## config.mk

```make
export PLATFORM = sky130hd
export DESIGN_NAME = encoder_matched_straight_drive_flat
export DESIGN_NICKNAME = d
export VERILOG_FILES = /design/src/rtl/core/emsd_pkg.sv /design/src/rtl/core/emsd_if.sv /design/src/rtl/core/encoder_matched_straight_drive.sv /design/src/flat_wrapper.sv
export SDC_FILE = /design/constraint.sdc
export NUM_CORES = 1
export LEC_CHECK = 0
export ABC_CLOCK_PERIOD_IN_PS = 22300
export BUFFER_PORTS_ARGS = -buffer_cell sky130_fd_sc_hd__buf_2
export CAP_MARGIN = 20
export CORE_UTILIZATION = 40
export CTS_BUF_LIST = sky130_fd_sc_hd__clkbuf_4
export CTS_CLUSTER_SIZE = 8
export DETAILED_ROUTE_END_ITERATION = 12
export SETUP_SLACK_MARGIN = 0.1
export SLEW_MARGIN = 20
export SYNTH_ARGS = -nofsm -noshare
export SYNTH_HDL_FRONTEND = slang
export SYNTH_SLANG_ARGS = --single-unit
```

## constraint.sdc

```tcl
create_clock -name clk -period 22.3 [get_ports clk]
set_input_delay 1.115 -clock clk [delete_from_list [all_inputs] [get_ports clk]]
set_output_delay 1.115 -clock clk [all_outputs]
set_load 0.05 [all_outputs]
```

## src/rtl/core/emsd_pkg.sv

```systemverilog
// Shared types and constants for the encoder-matched straight drive.
// No dependencies; used by the channel interfaces, the core and its checker.
package emsd_pkg;

	localparam int PINS_W    = 2;
	localparam int TICK_W    = 17;
	localparam int DRIVE_W   = 8;
	localparam int TARGET_W  = 16;
	localparam int GAIN_W    = 16;
	localparam int GAIN_FRAC = 16;
	localparam int APB_AW    = 4;
	localparam int APB_DW    = 32;

	localparam logic [GAIN_W-1:0]  GAIN_RESET = 16'd2802;   // 0.04275 in Q0.16
	localparam logic [DRIVE_W-1:0] DRIVE_MAX  = 8'hFF;

	// request command codes
	localparam logic CMD_START  = 1'b0;
	localparam logic CMD_SAMPLE = 1'b1;

	// register index (word address)
	typedef enum logic [1:0] {
		REG_TARGET    = 2'd0,
		REG_MIN_DRIVE = 2'd1,
		REG_GAIN      = 2'd2
	} reg_idx_t;

endpackage

```

## src/rtl/core/emsd_if.sv

```systemverilog
// Valid/ready channels for encoder samples and drive results.
// Depends on emsd_pkg.
interface emsd_sample_if import emsd_pkg::*; ();
	logic               valid;
	logic               ready;
	logic               command;
	logic [PINS_W-1:0]  left_pins;
	logic [PINS_W-1:0]  right_pins;

	modport source (output valid, command, left_pins, right_pins, input ready);
	modport sink   (input valid, command, left_pins, right_pins, output ready);
endinterface

interface emsd_drive_if import emsd_pkg::*; ();
	logic               valid;
	logic               ready;
	logic [DRIVE_W-1:0] left_drive;
	logic [DRIVE_W-1:0] right_drive;
	logic               finished;

	modport source (output valid, left_drive, right_drive, finished, input ready);
	modport sink   (input valid, left_drive, right_drive, finished, output ready);
endinterface

```

## src/rtl/core/encoder_matched_straight_drive.sv

```systemverilog
// Straight-drive controller: matches tick counts of two wheel encoders.
// Depends on emsd_pkg and the channel interfaces in emsd_if.sv.
//
// Usage:
//   samples : one request per encoder sample. command = CMD_START begins a run
//             (captures pins, clears both tick counters), CMD_SAMPLE counts a
//             tick on each wheel whose pins changed.
//   drives  : exactly one result per request, in order: left/right drive and
//             finished. The lagging wheel gets min_drive + (diff*gain)>>16,
//             saturated at 255; both drives are 0 once a count passes target.
//   APB     : target_ticks @0x0, min_drive @0x4, gain_q16 @0x8. Write only
//             while no request is in flight.
// Path: input register, then result register. Throughput: one request per
//   cycle; the input register moves on whenever the result register is
//   empty or taken.
// Reset: no run active (results read finished until a start), counters and
//   previous pins cleared, gain_q16 = 2802, other registers 0.
// Stall: with the result register held, the input stage still accepts while
//   it is empty; otherwise samples.ready drops.
module encoder_matched_straight_drive import emsd_pkg::*; (
	input  logic              clk,
	input  logic              arst_n,
	emsd_sample_if.sink       samples,
	emsd_drive_if.source      drives,
	input  logic              psel,
	input  logic              penable,
	input  logic              pwrite,
	input  logic [APB_AW-1:0] paddr,
	input  logic [APB_DW-1:0] pwdata,
	output logic [APB_DW-1:0] prdata,
	output logic              pready
);

	localparam int PROD_W  = TICK_W + GAIN_W;
	localparam int EXTRA_W = PROD_W - GAIN_FRAC;
	localparam int BOOST_W = EXTRA_W + 1;

	// configuration
	logic [TARGET_W-1:0] target_q;
	logic [DRIVE_W-1:0]  min_drive_q;
	logic [GAIN_W-1:0]   gain_q;
	reg_idx_t            reg_idx;
	logic                cfg_wr;

	// controller state
	logic [2*PINS_W-1:0] prev_pins_q;
	logic [TICK_W-1:0]   left_ticks_q;
	logic [TICK_W-1:0]   right_ticks_q;
	logic                run_done_q;

	// stage 1: input register
	logic                valid_s1;
	logic                cmd_s1;
	logic [PINS_W-1:0]   lpins_s1;
	logic [PINS_W-1:0]   rpins_s1;
	logic                adv_s1;

	// stage 2: result register
	logic                valid_s2;
	logic [DRIVE_W-1:0]  left_drive_s2;
	logic [DRIVE_W-1:0]  right_drive_s2;
	logic                finished_s2;

	// stage 1 logic
	logic                left_chg;
	logic                right_chg;
	logic [TICK_W-1:0]   left_ticks_d;
	logic [TICK_W-1:0]   right_ticks_d;
	logic                run_done_d;
	logic                over;
	logic                left_lags;
	logic                right_lags;
	logic [TICK_W-1:0]   diff;
	logic [PROD_W-1:0]   prod;
	logic [BOOST_W-1:0]  boosted;
	logic [DRIVE_W-1:0]  sat_drive;
	logic [DRIVE_W-1:0]  left_drive_d;
	logic [DRIVE_W-1:0]  right_drive_d;
	logic                finished_d;

	// ---------------- APB ----------------
	assign pready  = 1'b1;
	assign reg_idx = reg_idx_t'(paddr[3:2]);
	assign cfg_wr  = psel && penable && pwrite && pready;

	always_ff @(posedge clk or negedge arst_n) begin
		if (!arst_n) begin
			target_q    <= '0;
			min_drive_q <= '0;
			gain_q      <= GAIN_RESET;
		end else if (cfg_wr) begin
			unique case (reg_idx)
				REG_TARGET:    target_q    <= pwdata[TARGET_W-1:0];
				REG_MIN_DRIVE: min_drive_q <= pwdata[DRIVE_W-1:0];
				REG_GAIN:      gain_q      <= pwdata[GAIN_W-1:0];
				default: ;
			endcase
		end
	end

	always_comb begin
		unique case (reg_idx)
			REG_TARGET:    prdata = APB_DW'(target_q);
			REG_MIN_DRIVE: prdata = APB_DW'(min_drive_q);
			REG_GAIN:      prdata = APB_DW'(gain_q);
			default:       prdata = '0;
		endcase
	end

	// ---------------- handshake ----------------
	assign adv_s1        = valid_s1 && (!valid_s2 || drives.ready);
	assign samples.ready = !valid_s1 || adv_s1;

	always_ff @(posedge clk or negedge arst_n) begin
		if (!arst_n) begin
			valid_s1 <= 1'b0;
		end else if (samples.ready) begin
			valid_s1 <= samples.valid;
		end
	end

	always_ff @(posedge clk) begin
		if (samples.valid && samples.ready) begin
			cmd_s1   <= samples.command;
			lpins_s1 <= samples.left_pins;
			rpins_s1 <= samples.right_pins;
		end
	end

	// ---------------- tick update and drive ----------------
	assign left_chg  = lpins_s1 != prev_pins_q[PINS_W-1:0];
	assign right_chg = rpins_s1 != prev_pins_q[2*PINS_W-1:PINS_W];

	// correction for the lagging wheel, one shared multiply
	assign left_lags  = left_ticks_d < right_ticks_d;
	assign right_lags = right_ticks_d < left_ticks_d;
	assign diff       = left_lags ? (right_ticks_d - left_ticks_d)
	                              : (left_ticks_d - right_ticks_d);
	assign prod       = PROD_W'(diff) * PROD_W'(gain_q);
	assign boosted    = BOOST_W'(min_drive_q) + BOOST_W'(prod[PROD_W-1:GAIN_FRAC]);
	assign sat_drive  = (boosted > BOOST_W'(DRIVE_MAX)) ? DRIVE_MAX : boosted[DRIVE_W-1:0];

	always_comb begin
		left_ticks_d  = left_ticks_q;
		right_ticks_d = right_ticks_q;
		run_done_d    = run_done_q;
		over          = 1'b0;
		left_drive_d  = '0;
		right_drive_d = '0;
		finished_d    = 1'b1;
		priority if (cmd_s1 == CMD_START) begin
			left_ticks_d  = '0;
			right_ticks_d = '0;
			run_done_d    = 1'b0;
			left_drive_d  = min_drive_q;
			right_drive_d = min_drive_q;
			finished_d    = 1'b0;
		end else if (!run_done_q) begin
			left_ticks_d  = left_ticks_q + TICK_W'(left_chg);
			right_ticks_d = right_ticks_q + TICK_W'(right_chg);
			over = (left_ticks_d > TICK_W'(target_q)) || (right_ticks_d > TICK_W'(target_q));
			run_done_d = over;
			if (!over) begin
				left_drive_d  = left_lags ? sat_drive : min_drive_q;
				right_drive_d = right_lags ? sat_drive : min_drive_q;
				finished_d    = 1'b0;
			end
		end else begin
			// idle: counters hold, motors stay off
		end
	end

	always_ff @(posedge clk or negedge arst_n) begin
		if (!arst_n) begin
			prev_pins_q   <= '0;
			left_ticks_q  <= '0;
			right_ticks_q <= '0;
			run_done_q    <= 1'b1;
		end else if (adv_s1) begin
			prev_pins_q   <= {rpins_s1, lpins_s1};
			left_ticks_q  <= left_ticks_d;
			right_ticks_q <= right_ticks_d;
			run_done_q    <= run_done_d;
		end
	end

	// ---------------- result register ----------------
	always_ff @(posedge clk or negedge arst_n) begin
		if (!arst_n) begin
			valid_s2 <= 1'b0;
		end else if (!valid_s2 || drives.ready) begin
			valid_s2 <= valid_s1;
		end
	end

	always_ff @(posedge clk) begin
		if (adv_s1) begin
			left_drive_s2  <= left_drive_d;
			right_drive_s2 <= right_drive_d;
			finished_s2    <= finished_d;
		end
	end

	assign drives.valid       = valid_s2;
	assign drives.left_drive  = left_drive_s2;
	assign drives.right_drive = right_drive_s2;
	assign drives.finished    = finished_s2;

endmodule

```

## src/flat_wrapper.sv

```systemverilog
// flat-port wrapper written by rule: the top's interface ports become plain ports
module encoder_matched_straight_drive_flat import emsd_pkg::*;
  (clk, arst_n, psel, penable, pwrite, paddr, pwdata, prdata, pready, samples_valid, samples_command, samples_left_pins, samples_right_pins, samples_ready, drives_valid, drives_left_drive, drives_right_drive, drives_finished, drives_ready);
  emsd_sample_if samples_i ();
  emsd_drive_if drives_i ();
  input  logic clk;
  input  logic arst_n;
  input  logic psel;
  input  logic penable;
  input  logic pwrite;
  input  logic [APB_AW-1:0] paddr;
  input  logic [APB_DW-1:0] pwdata;
  output logic [APB_DW-1:0] prdata;
  output logic pready;
  input wire logic [$bits(samples_i.valid)-1:0] samples_valid;
  input wire logic [$bits(samples_i.command)-1:0] samples_command;
  input wire logic [$bits(samples_i.left_pins)-1:0] samples_left_pins;
  input wire logic [$bits(samples_i.right_pins)-1:0] samples_right_pins;
  output wire logic [$bits(samples_i.ready)-1:0] samples_ready;
  output wire logic [$bits(drives_i.valid)-1:0] drives_valid;
  output wire logic [$bits(drives_i.left_drive)-1:0] drives_left_drive;
  output wire logic [$bits(drives_i.right_drive)-1:0] drives_right_drive;
  output wire logic [$bits(drives_i.finished)-1:0] drives_finished;
  input wire logic [$bits(drives_i.ready)-1:0] drives_ready;
  assign samples_i.valid = samples_valid;
  assign samples_i.command = samples_command;
  assign samples_i.left_pins = samples_left_pins;
  assign samples_i.right_pins = samples_right_pins;
  assign samples_ready = samples_i.ready;
  assign drives_valid = drives_i.valid;
  assign drives_left_drive = drives_i.left_drive;
  assign drives_right_drive = drives_i.right_drive;
  assign drives_finished = drives_i.finished;
  assign drives_i.ready = drives_ready;
  encoder_matched_straight_drive u_core (.clk(clk), .arst_n(arst_n), .samples(samples_i), .drives(drives_i), .psel(psel), .penable(penable), .pwrite(pwrite), .paddr(paddr), .pwdata(pwdata), .prdata(prdata), .pready(pready));
endmodule
```

==> run_results.csv, run 1 <==
group,metric,value,unit
sta,worst_pin_slew,1096,ps
worst_setup_path,crit_slowest_cell,"xor2_2",
die,dieArea,44880,um^2
sta,hold_viol_final,0,
cts,path_clk_slew,210,ps
global_route,grt_pass1_vias,14482,
detailed_routing,antenna_left,0,
detailed_routing,drt_wl_total,45250,um
synthesis,synth_area_leaders,"fa_1 24%, ha_1 13%, dfrtp_1 10%, inv_1 6.5%, nand2_1 6.4%",
sta,min_period,15120,ps
synthesis,synth_top_area_share,23.87,%
sta,fmax,66.15,MHz
synthesis,synth-xor-area-share,5.022,%
worst_setup_path,crit_arrival,15390,ps
placement,numPortBuffers,64,
cells_and_area,instances_no_fill,2633,
worst_setup_path,crit_family,"adder cells",
worst_setup_path,required,22570,ps
global_route,antenna_found_initial,2,
cts,htree_levels,3,
placement,place_hpwl,36930,um
die,start_util,40.71,%
placement,placed_area,18420,um^2
worst_setup_path,crit_fanout,24,
cts,ctsHoldBuffers,0,
worst_setup_path,start_kind,"flip-flop",
detailed_routing,vias,13800,
synthesis,synth_ff_type,"dfrtp_1",
synthesis,synthTopCellsByCount,"303 x inv_1, 301 x nand2_1, 210 x fa_1",
detailed_routing,avgRoutedWirePerCell,17.18,um
detailed_routing,drt-pass1-iter-count,5,
worst_setup_path,crit_path_end_kind,"flip-flop",
cells_and_area,layout-drive-gt1-share,8.549,%
worst_setup_path,max_stage_delay,810,ps
cts,postCtsSetupRepairBufs,0,
synthesis,ys_types,73,
detailed_routing,drc,0,
synthesis,netlist_instances,2044,
sta,timing.hold.ws,524.2,ps
synthesis,synth_top_family_by_area,"adder cells",
cts,root_buffer,"clkbuf_4",
cells_and_area,final_area,18590,um^2
cts,cts_tree,"done",
synthesis,synth_edf_count,22,
cells_and_area,nNetsFinal,2480,
outcome,status,"finished, final reports clean",
detailed_routing,avgViaCountPerCell,5.241,
die,pin_count,100,
die,num_rows,76,
sta,slew_violations,0,
worst_setup_path,path_class,"flip-flop to flip-flop",
placement,post-place-cells,2615,
synthesis,synth_area_leader_cell,"fa_1",
sta,fin_setup_tns,0,ps
global_route,grt_pass1_wl,74530,um
synthesis,yosys.area_share.simple,18.13,%
synthesis,ys_async_sr_fraction,78.64,%
global_route,grt_max_degree,74,
min_path,hp-class,"input port to async pin",
synthesis,synth.most_common_cell,"inv_1",
global_route,grt_use_total,21.14,%
sta,grt_setup_unrepaired,"no",
cts,cts_sinks,103,
die,die_w,211.8,um
worst_setup_path,cpMostUsedCell,"fa_1",
cts,cts_resized,0,
synthesis,ys_ff_latch,103,
worst_setup_path,cp_num_buf_inv,7,
synthesis,synth_mux_area_share,3.495,%
sta,max_slew_margin,26.58,%
synthesis,yosysSeqAreaShare,15.31,%
cells_and_area,syn_to_final_growth,5.534,%
synthesis,synth-compound-area-share,12.05,%
sta,period_share,67.79,%
cts,cts_buffer_depth,2,
cts,numCtsBuffers,9,
global_route,overflow,0,
sta,clock_skew,24.47,ps
synthesis,synth-adder-area-share,36.72,%
detailed_routing,drt-initial-drc-count,604,
flow_run,maxCapViolations,0,
synthesis,netlist_area,17610,um^2
sta,setup_violations,0,
cts,insertion_delay,520,ps
synthesis,synth-warning-count,0,
die,die_h,211.8,um
synthesis,avgSynthCellArea,8.618,um^2
placement,gp_congestion,0.9261,
die,core,43270,um^2
cells in the final DEF (no fill, tap or decap), types with 39 or more instances in the layout:
| cell type | count |
|---|---|
| buf_2 | 63 |
| nor2_1 | 56 |
| ha_1 | 180 |
| xnor2_1 | 56 |
| nand2_1 | 300 |
| xor2_1 | 39 |
| and2_1 | 122 |
| o21ai_0 | 98 |
| a21o_1 | 47 |
| fa_1 | 210 |
| inv_1 | 303 |
| a21oi_1 | 76 |
| dfrtp_1 | 73 |
worst reg2reg max path, delay by kind of cell, from the launching register on:
| kind | cells | cell delay, ps |
|---|---|---|
| XOR/XNOR | 4 | 1440 |
| multiplexers | 1 | 390 |
| adder cells (fa/ha/maj) | 11 | 4750 |
| AND/OR/NAND/NOR | 16 | 3600 |
| flip-flops | 1 | 440 |
| AO/OA/AOI/OAI | 14 | 3360 |
| buffers and inverters | 7 | 860 |
logic make-up after synthesis:
group,count (synthesis)
xor+xnor,101
other cells,2
compound gates,328
flops,103
mux,57
buf+inv,414
simple gates,648
fa+ha+maj,391
cell type report:
type                    instances  area, um^2
repair buffers                 82       461.7
well taps                     585       732.0
fillers                      4338       24680
flip-flops and latches        103        2698
inverters                     304        1141
multi-input cells            1542       13410
diodes                          1       2.502
clock inverters                 7       80.08
clock buffers                   9       67.56
path summary, 6_finish.rpt:
path,start,to,slack [ps],cells past startpoint
worst max register to register,u_core.rpins_s1[1]$_DFFE_PP_,u_core.drives.right_drive[6]$_DFFE_PP_,7180,53
worst max-delay path,u_core.rpins_s1[1]$_DFFE_PP_,u_core.drives.right_drive[6]$_DFFE_PP_,7180,53
worst min-delay path,arst_n,u_core.left_ticks_q[11]$_DFFE_PN0P_,520,1
min in group clk,u_core.valid_s1$_DFFE_PN0N_,u_core.drives.valid$_DFFE_PN0P_,550,1
worst min register to register,u_core.valid_s1$_DFFE_PN0N_,u_core.drives.valid$_DFFE_PN0P_,550,1
max in group asynchronous,arst_n,u_core.target_q[6]$_DFFE_PN0P_,20760,2
per-stage QoR:
stage	utilization [%]	setup WS (ps)
floorplan	-	9634
global placement	42.58	7534
detailed placement	42.58	7313
CTS	42.92	7304
global route	42.96	6271
finish	42.96	7182
flip-flops by register name, indices dropped and copies added, names as in the netlist:
| signal | flops |
|---|---|
| u_core.drives.valid | 1 |
| u_core.left_ticks_q | 17 |
| u_core.lpins_s1 | 2 |
| u_core.drives.left_drive | 8 |
| u_core.run_done_q | 1 |
| u_core.drives.right_drive | 8 |
| u_core.gain_q | 16 |
| u_core.drives.finished | 1 |
| u_core.valid_s1 | 1 |
| u_core.min_drive_q | 8 |
| u_core.target_q | 16 |
| u_core.rpins_s1 | 2 |
| u_core.prev_pins_q | 4 |
| u_core.cmd_s1 | 1 |
| u_core.right_ticks_q | 17 |
layer usage:
layer	share of wire (%)	GRT usage (%)
met2	51	38.16
met1	43	26.18
met5	0	0
met3	3.1	2.018
met4	3.2	7.271
Power of run 1 is not shown: default switching activity piles up to over one toggle a cycle in this logic, so the estimate is an artifact.
==> run 2: changes to the inputs <==
ABC_AREA = 1   (was unset)
ABC_CLOCK_PERIOD_IN_PS = 13300   (was 22300)
clock period = 13.3 ns   (was 22.3 ns; I/O delays follow)
==> run_results.csv, run 2 <==
group,metric,value,unit
worst_setup_path,rr_endpoint,"u_core.drives.right_drive[0]$_DFFE_PP_",
worst_setup_path,reg2reg_slack,850,ps
sta,setup_violations,0,
worst_setup_path,r2r_start,"u_core.rpins_s1[1]$_DFFE_PP_",
die,die_w,212.5,um
synthesis,synthTopCellsByCount,"533 x nand2_1, 492 x inv_1, 261 x nor2_1",
detailed_routing,route.met3.wl,3004,um
die,dieArea,45140,um^2
worst_setup_path,crit_arrival,12790,ps
detailed_routing,drt-initial-drc-count,1017,
worst_setup_path,crit_path_end_kind,"flip-flop",
sta,period_share,93.60,%
detailed_routing,drc,0,
worst_setup_path,crit_slowest_cell,"fa_1",
cts,cts_buffer_depth,2,
synthesis,ys_async_sr_fraction,78.64,%
sta,slew_violations,0,
placement,place_hpwl,45280,um
detailed_routing,met2_wirelength,25590,um
detailed_routing,avgViaCountPerCell,5.100,
worst_setup_path,start_kind,"flip-flop",
sta,hold_viol_final,0,
detailed_routing,wl_met1,22350,um
synthesis,netlist_area,17720,um^2
cts,insertion_delay,590,ps
outcome,status,"finished, final reports clean",
cells_and_area,nNetsFinal,2958,
sta,fin_setup_tns,0,ps
synthesis,ys_ff_latch,103,
synthesis,synth_ff_type,"dfrtp_1",
cts,path_clk_slew,190,ps
die,die_h,212.5,um
global_route,overflow,0,
cells_and_area,layout-drive-gt1-share,10.06,%
worst_setup_path,path_class,"flip-flop to flip-flop",
worst_setup_path,max_stage_delay,630,ps
detailed_routing,drt_wl_total,54050,um
worst_setup_path,required,13640,ps
global_route,antenna_found_initial,2,
cells_and_area,syn_to_final_growth,9.703,%
die,pin_count,100,
sta,max_slew_margin,30.09,%
detailed_routing,drt-pass1-iter-count,7,
die,num_rows,76,
detailed_routing,avgRoutedWirePerCell,17.36,um
cells_and_area,top_regs,"u_core.left_ticks_q (17), u_core.right_ticks_q (17)",
cells_and_area,layout_common_cells,"528 x nand2_1, 487 x inv_1, 258 x nor2_1",
sta,min_period,12450,ps
detailed_routing,highest_layer,"met4",
cells_and_area,final_common_cell,"nand2_1",
synthesis,synth_edf_count,22,
min_path,hp-class,"input port to flip-flop",
synthesis,synth_area_leader_cell,"fa_1",
sta,worst_pin_slew,1047,ps
sta,fmax,80.33,MHz
min_path,hold_depth,1,
synthesis,avgSynthCellArea,7.312,um^2
detailed_routing,vias,15877,
cts,root_buffer,"clkbuf_4",
cts,cts_tree,"done",
worst_setup_path,crit_fanout,18,
detailed_routing,antenna_left,0,
sta,clock_skew,32.92,ps
placement,numPortBuffers,64,
synthesis,synth_area_leaders,"fa_1 24%, ha_1 13%, nand2_1 11%, inv_1 10%, dfrtp_1 10%",
placement,gp_congestion,0.9623,
worst_setup_path,r2r_cells,65,
synthesis,yosysSeqAreaShare,15.23,%
flow_run,maxCapViolations,0,
synthesis,ys_types,55,
synthesis,synth-warning-count,0,
global_route,grt_use_total,25.16,%
die,core,43360,um^2
min_path,holdPathEnd,"u_core.rpins_s1[1]$_DFFE_PP_",
cells_and_area,fill_cells,4529,
cts,numCtsBuffers,9,
worst_setup_path,cpMostUsedCell,"nand2_1",
synthesis,netlist_instances,2423,
cts,htree_levels,3,
cts,cts_sinks,103,
die,start_util,40.86,%
global_route,grt_pass1_vias,16180,
synthesis,synth_top_area_share,23.73,%
global_route,grt_pass1_wl,86440,um
global_route,grt_max_degree,58,
synthesis,synth.most_common_cell,"nand2_1",
sta,grt_setup_unrepaired,"no",
min_path,worstHoldStart,"samples_right_pins[1]",
## run 2: cell count changes in the layout (fill, tap and decap cells not counted), moves of 41 or more
cell and delta:
inv_1 +184, buf_4 +70, nand2_1 +228, a21o_1 -42, and2_1 -121, xnor2_1 -41, nand3_1 +43, nor2_1 +202
## run 2: through the flow
step / utilization [%] / setup WS, ps / cell area, um^2 / hold WS (ps) / cells
floorplan: - / 2193 / 17770 / 369.4 / 2438
global placement: 44.14 / 779.1 / 19140 / 467.8 / 3090
detailed placement: 44.14 / 659.4 / 19140 / 474.0 / 3090
CTS: 44.54 / 586.8 / 19310 / 203.7 / 3107
global route: 44.82 / 136.0 / 19440 / 229.5 / 3113
finish: 44.82 / 850.8 / 19440 / 268.5 / 3113
## run 2: cells by family (layout without fill, tap and decap cells)
group,after synthesis,in the layout,synth area share [%]
DFF,103,103,15.23
adders and majority gates,390,390,36.44
and+or+nand+nor,989,989,23.44
xor gates and xnor gates,50,50,2.472
buffers and inverters,596,683,13.10
AOI/OAI and AO/OA,293,293,9.280
other,2,20,0.04239
## run 2: final cells by class
| cell class | count | area (um^2) | share of cell area, % |
|---|---|---|---|
| multi-input cells | 1739 | 12840 | 66.06 |
| inverters | 510 | 1918 | 9.869 |
| clock inverters | 7 | 96.34 | 0.4957 |
| diodes | 3 | 7.507 | 0.03863 |
| clock buffers | 9 | 67.56 | 0.3476 |
| repair buffers | 157 | 1077 | 5.543 |
| well taps | 585 | 732.0 | 3.766 |
| flip-flops and latches | 103 | 2698 | 13.88 |
## run 2: worst max path at each step
stage,startpoint,to,slack [ps]
3_5_place_dp,u_core.lpins_s1[0]$_DFFE_PP_,u_core.drives.right_drive[0]$_DFFE_PP_,660
2_1_floorplan,u_core.lpins_s1[1]$_DFFE_PP_,u_core.drives.right_drive[2]$_DFFE_PP_,2190
3_3_place_gp,u_core.lpins_s1[1]$_DFFE_PP_,u_core.drives.left_drive[0]$_DFFE_PP_,780
5_1_grt,u_core.rpins_s1[1]$_DFFE_PP_,u_core.drives.right_drive[7]$_DFFE_PP_,140
4_1_cts,u_core.lpins_s1[0]$_DFFE_PP_,u_core.drives.right_drive[0]$_DFFE_PP_,590
6_report,u_core.rpins_s1[1]$_DFFE_PP_,u_core.drives.right_drive[0]$_DFFE_PP_,850
## run 2: repair_timing
| item | CTS | global route |
|---|---|---|
| hold endpoints to repair | 24 | 0 |
| setup endpoints to repair | 0 | 16 |
| gates resized for setup | 0 | 28 |
| setup buffers | 0 | 3 |
| hold buffers | 1 | 0 |
## run 2: layer usage
metal | up-vias | global-route usage, %
met5 | - | 0
met4 | 0 | 13.74
met3 | 113 | 3.560
met2 | 472 | 42.52
met1 | 7636 | 30.90
li1 | 7656 | -
## run 2: critical path: cells and delay by family (launching register included)
kind / cells / cell delay [ps]
AO/OA/AOI/OAI: 8 / 1430
adder cells (fa/ha/maj): 10 / 4440
AND/OR/NAND/NOR: 29 / 3670
XOR/XNOR: 3 / 510
buffers and inverters: 15 / 1710
flip-flops: 1 / 440
Power of run 2 is left out for the same reason.
==> run 3: changes to the inputs <==
GPL_TIMING_DRIVEN = 0   (was unset)
==> run_results.csv, run 3 (synthesis results as in run 2) <==
group,metric,value,unit
cts,htree_levels,3,
worst_setup_path,cpMostUsedCell,"inv_1",
worst_setup_path,path_class,"flip-flop to flip-flop",
sta,max_slew_margin,40.47,%
sta,slew_violations,0,
global_route,grt_pass1_wl,89200,um
worst_setup_path,crit_path_end_kind,"flip-flop",
worst_setup_path,required,13630,ps
global_route,overflow,0,
worst_setup_path,max_stage_delay,550,ps
sta,hold_viol_final,0,
detailed_routing,drt-pass1-iter-count,6,
worst_setup_path,reg2reg_slack,910,ps
cts,insertion_delay,610,ps
cts,numCtsBuffers,9,
placement,place_hpwl,46690,um
sta,setup_violations,0,
global_route,grt_max_degree,42,
placement,gp_congestion,1.001,
cts,cts_sinks,103,
cells_and_area,nNetsFinal,2975,
sta,min_period,12390,ps
cells_and_area,layout-drive-gt1-share,9.599,%
flow_run,maxCapViolations,0,
detailed_routing,avgViaCountPerCell,5.227,
sta,period_share,93.18,%
detailed_routing,drc,0,
sta,clock_skew,52.83,ps
die,die_h,212.5,um
worst_setup_path,cp_num_buf_inv,16,
worst_setup_path,crit_family,"adder cells",
detailed_routing,avgRoutedWirePerCell,18.16,um
sta,timing.hold.ws,265.0,ps
die,die_w,212.5,um
die,core,43360,um^2
global_route,antenna_found_initial,1,
placement,numPortBuffers,64,
cells_and_area,fill_cells,4514,
cts,path_clk_slew,160,ps
cts,root_buffer,"clkbuf_4",
worst_setup_path,start_kind,"flip-flop",
cells_and_area,layout_common_cells,"522 x nand2_1, 489 x inv_1, 260 x nor2_1",
cts,cts_buffer_depth,2,
die,start_util,40.86,%
cells_and_area,final_common_cell,"nand2_1",
worst_setup_path,crit_arrival,12720,ps
die,dieArea,45140,um^2
detailed_routing,antenna_left,0,
detailed_routing,drt-initial-drc-count,1210,
outcome,status,"finished, final reports clean",
global_route,grt_use_total,26.15,%
sta,fmax,80.69,MHz
min_path,hp-class,"input port to flip-flop",
cells_and_area,final_area,19520,um^2
worst_setup_path,crit_fanout,10,
detailed_routing,drt_wl_total,56840,um
cts,cts_tree,"done",
die,pin_count,100,
global_route,grt_pass1_vias,16308,
worst_setup_path,crit_slowest_cell,"fa_1",
detailed_routing,vias,16360,
cells_and_area,top_regs,"u_core.left_ticks_q (17), u_core.right_ticks_q (17)",
placement,placed_area,18880,um^2
die,num_rows,76,
sta,grt_setup_unrepaired,"no",
sta,worst_pin_slew,892.9,ps
cells_and_area,syn_to_final_growth,10.15,%
## run 3: changes by cell type in the layout (fill, tap and decap cells not counted), sizes merged
cell    previous run  this run
buf              156       116
clkbuf             9        66
clkinv            13        14
inv              503       502
## run 3: metal layers
metal / vias up / GRT usage [%] / share of wire, %
met5: - / 0 / 0
met4: 0 / 12.75 / 5.3
met3: 128 / 3.796 / 6.3
met2: 565 / 44.41 / 48
met1: 7946 / 32.45 / 41
li1: 7721 / - / -
## run 3: per-stage QoR
| step | utilization [%] | worst slack (ps) | std cells | setup TNS [ps] |
|---|---|---|---|---|
| after floorplan | - | 2193 | 2438 | 0 |
| after global placement | 43.42 | -1090 | 3087 | -15780 |
| after detailed placement | 43.53 | -1126 | 3089 | -16640 |
| after CTS | 44.24 | 167.1 | 3109 | 0 |
| after global routing | 44.99 | 41.28 | 3128 | 0 |
| final | 45.01 | 907.6 | 3130 | 0 |
## run 3: final timing paths
kind / endpoint / depth (start not counted) / start
hold reg to reg: u_core.target_q[13]$_DFFE_PN0P_ / 2 / u_core.target_q[13]$_DFFE_PN0P_
max in group asynchronous: u_core.gain_q[11]$_DFFE_PN1P_ / 3 / arst_n
setup reg to reg: u_core.drives.right_drive[5]$_DFFE_PP_ / 69 / u_core.rpins_s1[1]$_DFFE_PP_
min in group asynchronous: u_core.right_ticks_q[10]$_DFFE_PN0P_ / 2 / arst_n
setup / recovery: u_core.drives.right_drive[5]$_DFFE_PP_ / 69 / u_core.rpins_s1[1]$_DFFE_PP_
hold / removal: u_core.lpins_s1[0]$_DFFE_PP_ / 1 / samples_left_pins[0]
## run 3: layout make-up
cell class	instances	area, um^2	area share [%]
clock inverters	7	91.34	0.4680
multi-input cells	1739	13020	66.71
flip-flops and latches	103	2698	13.82
well taps	585	732.0	3.751
inverters	510	1939	9.938
clock buffers	9	67.56	0.3462
plain buffers	86	431.7	2.212
diodes	3	7.507	0.03847
repair buffers	88	530.5	2.718
## run 3: timing repair
| item | in CTS | in global routing |
|---|---|---|
| endpoints found under the hold margin | 10 | 0 |
| setup buffers | 3 | 18 |
| gates resized for setup | 29 | 70 |
| setup endpoints to repair | 16 | 16 |
| hold buffers | 1 | 0 |
| pin swaps | 1 | 10 |
| gates cloned | 0 | 0 |
## run 3: worst register-to-register path, delay by kind of cell, from the launching register on
| kind | cells | cell delay (ps) |
|---|---|---|
| xor+xnor | 2 | 350 |
| buf+inv | 16 | 1660 |
| simple gates | 31 | 3520 |
| fa+ha+maj | 11 | 4580 |
| compound gates | 9 | 1600 |
| flops | 1 | 450 |
Power of run 3 is left out for the same reason.
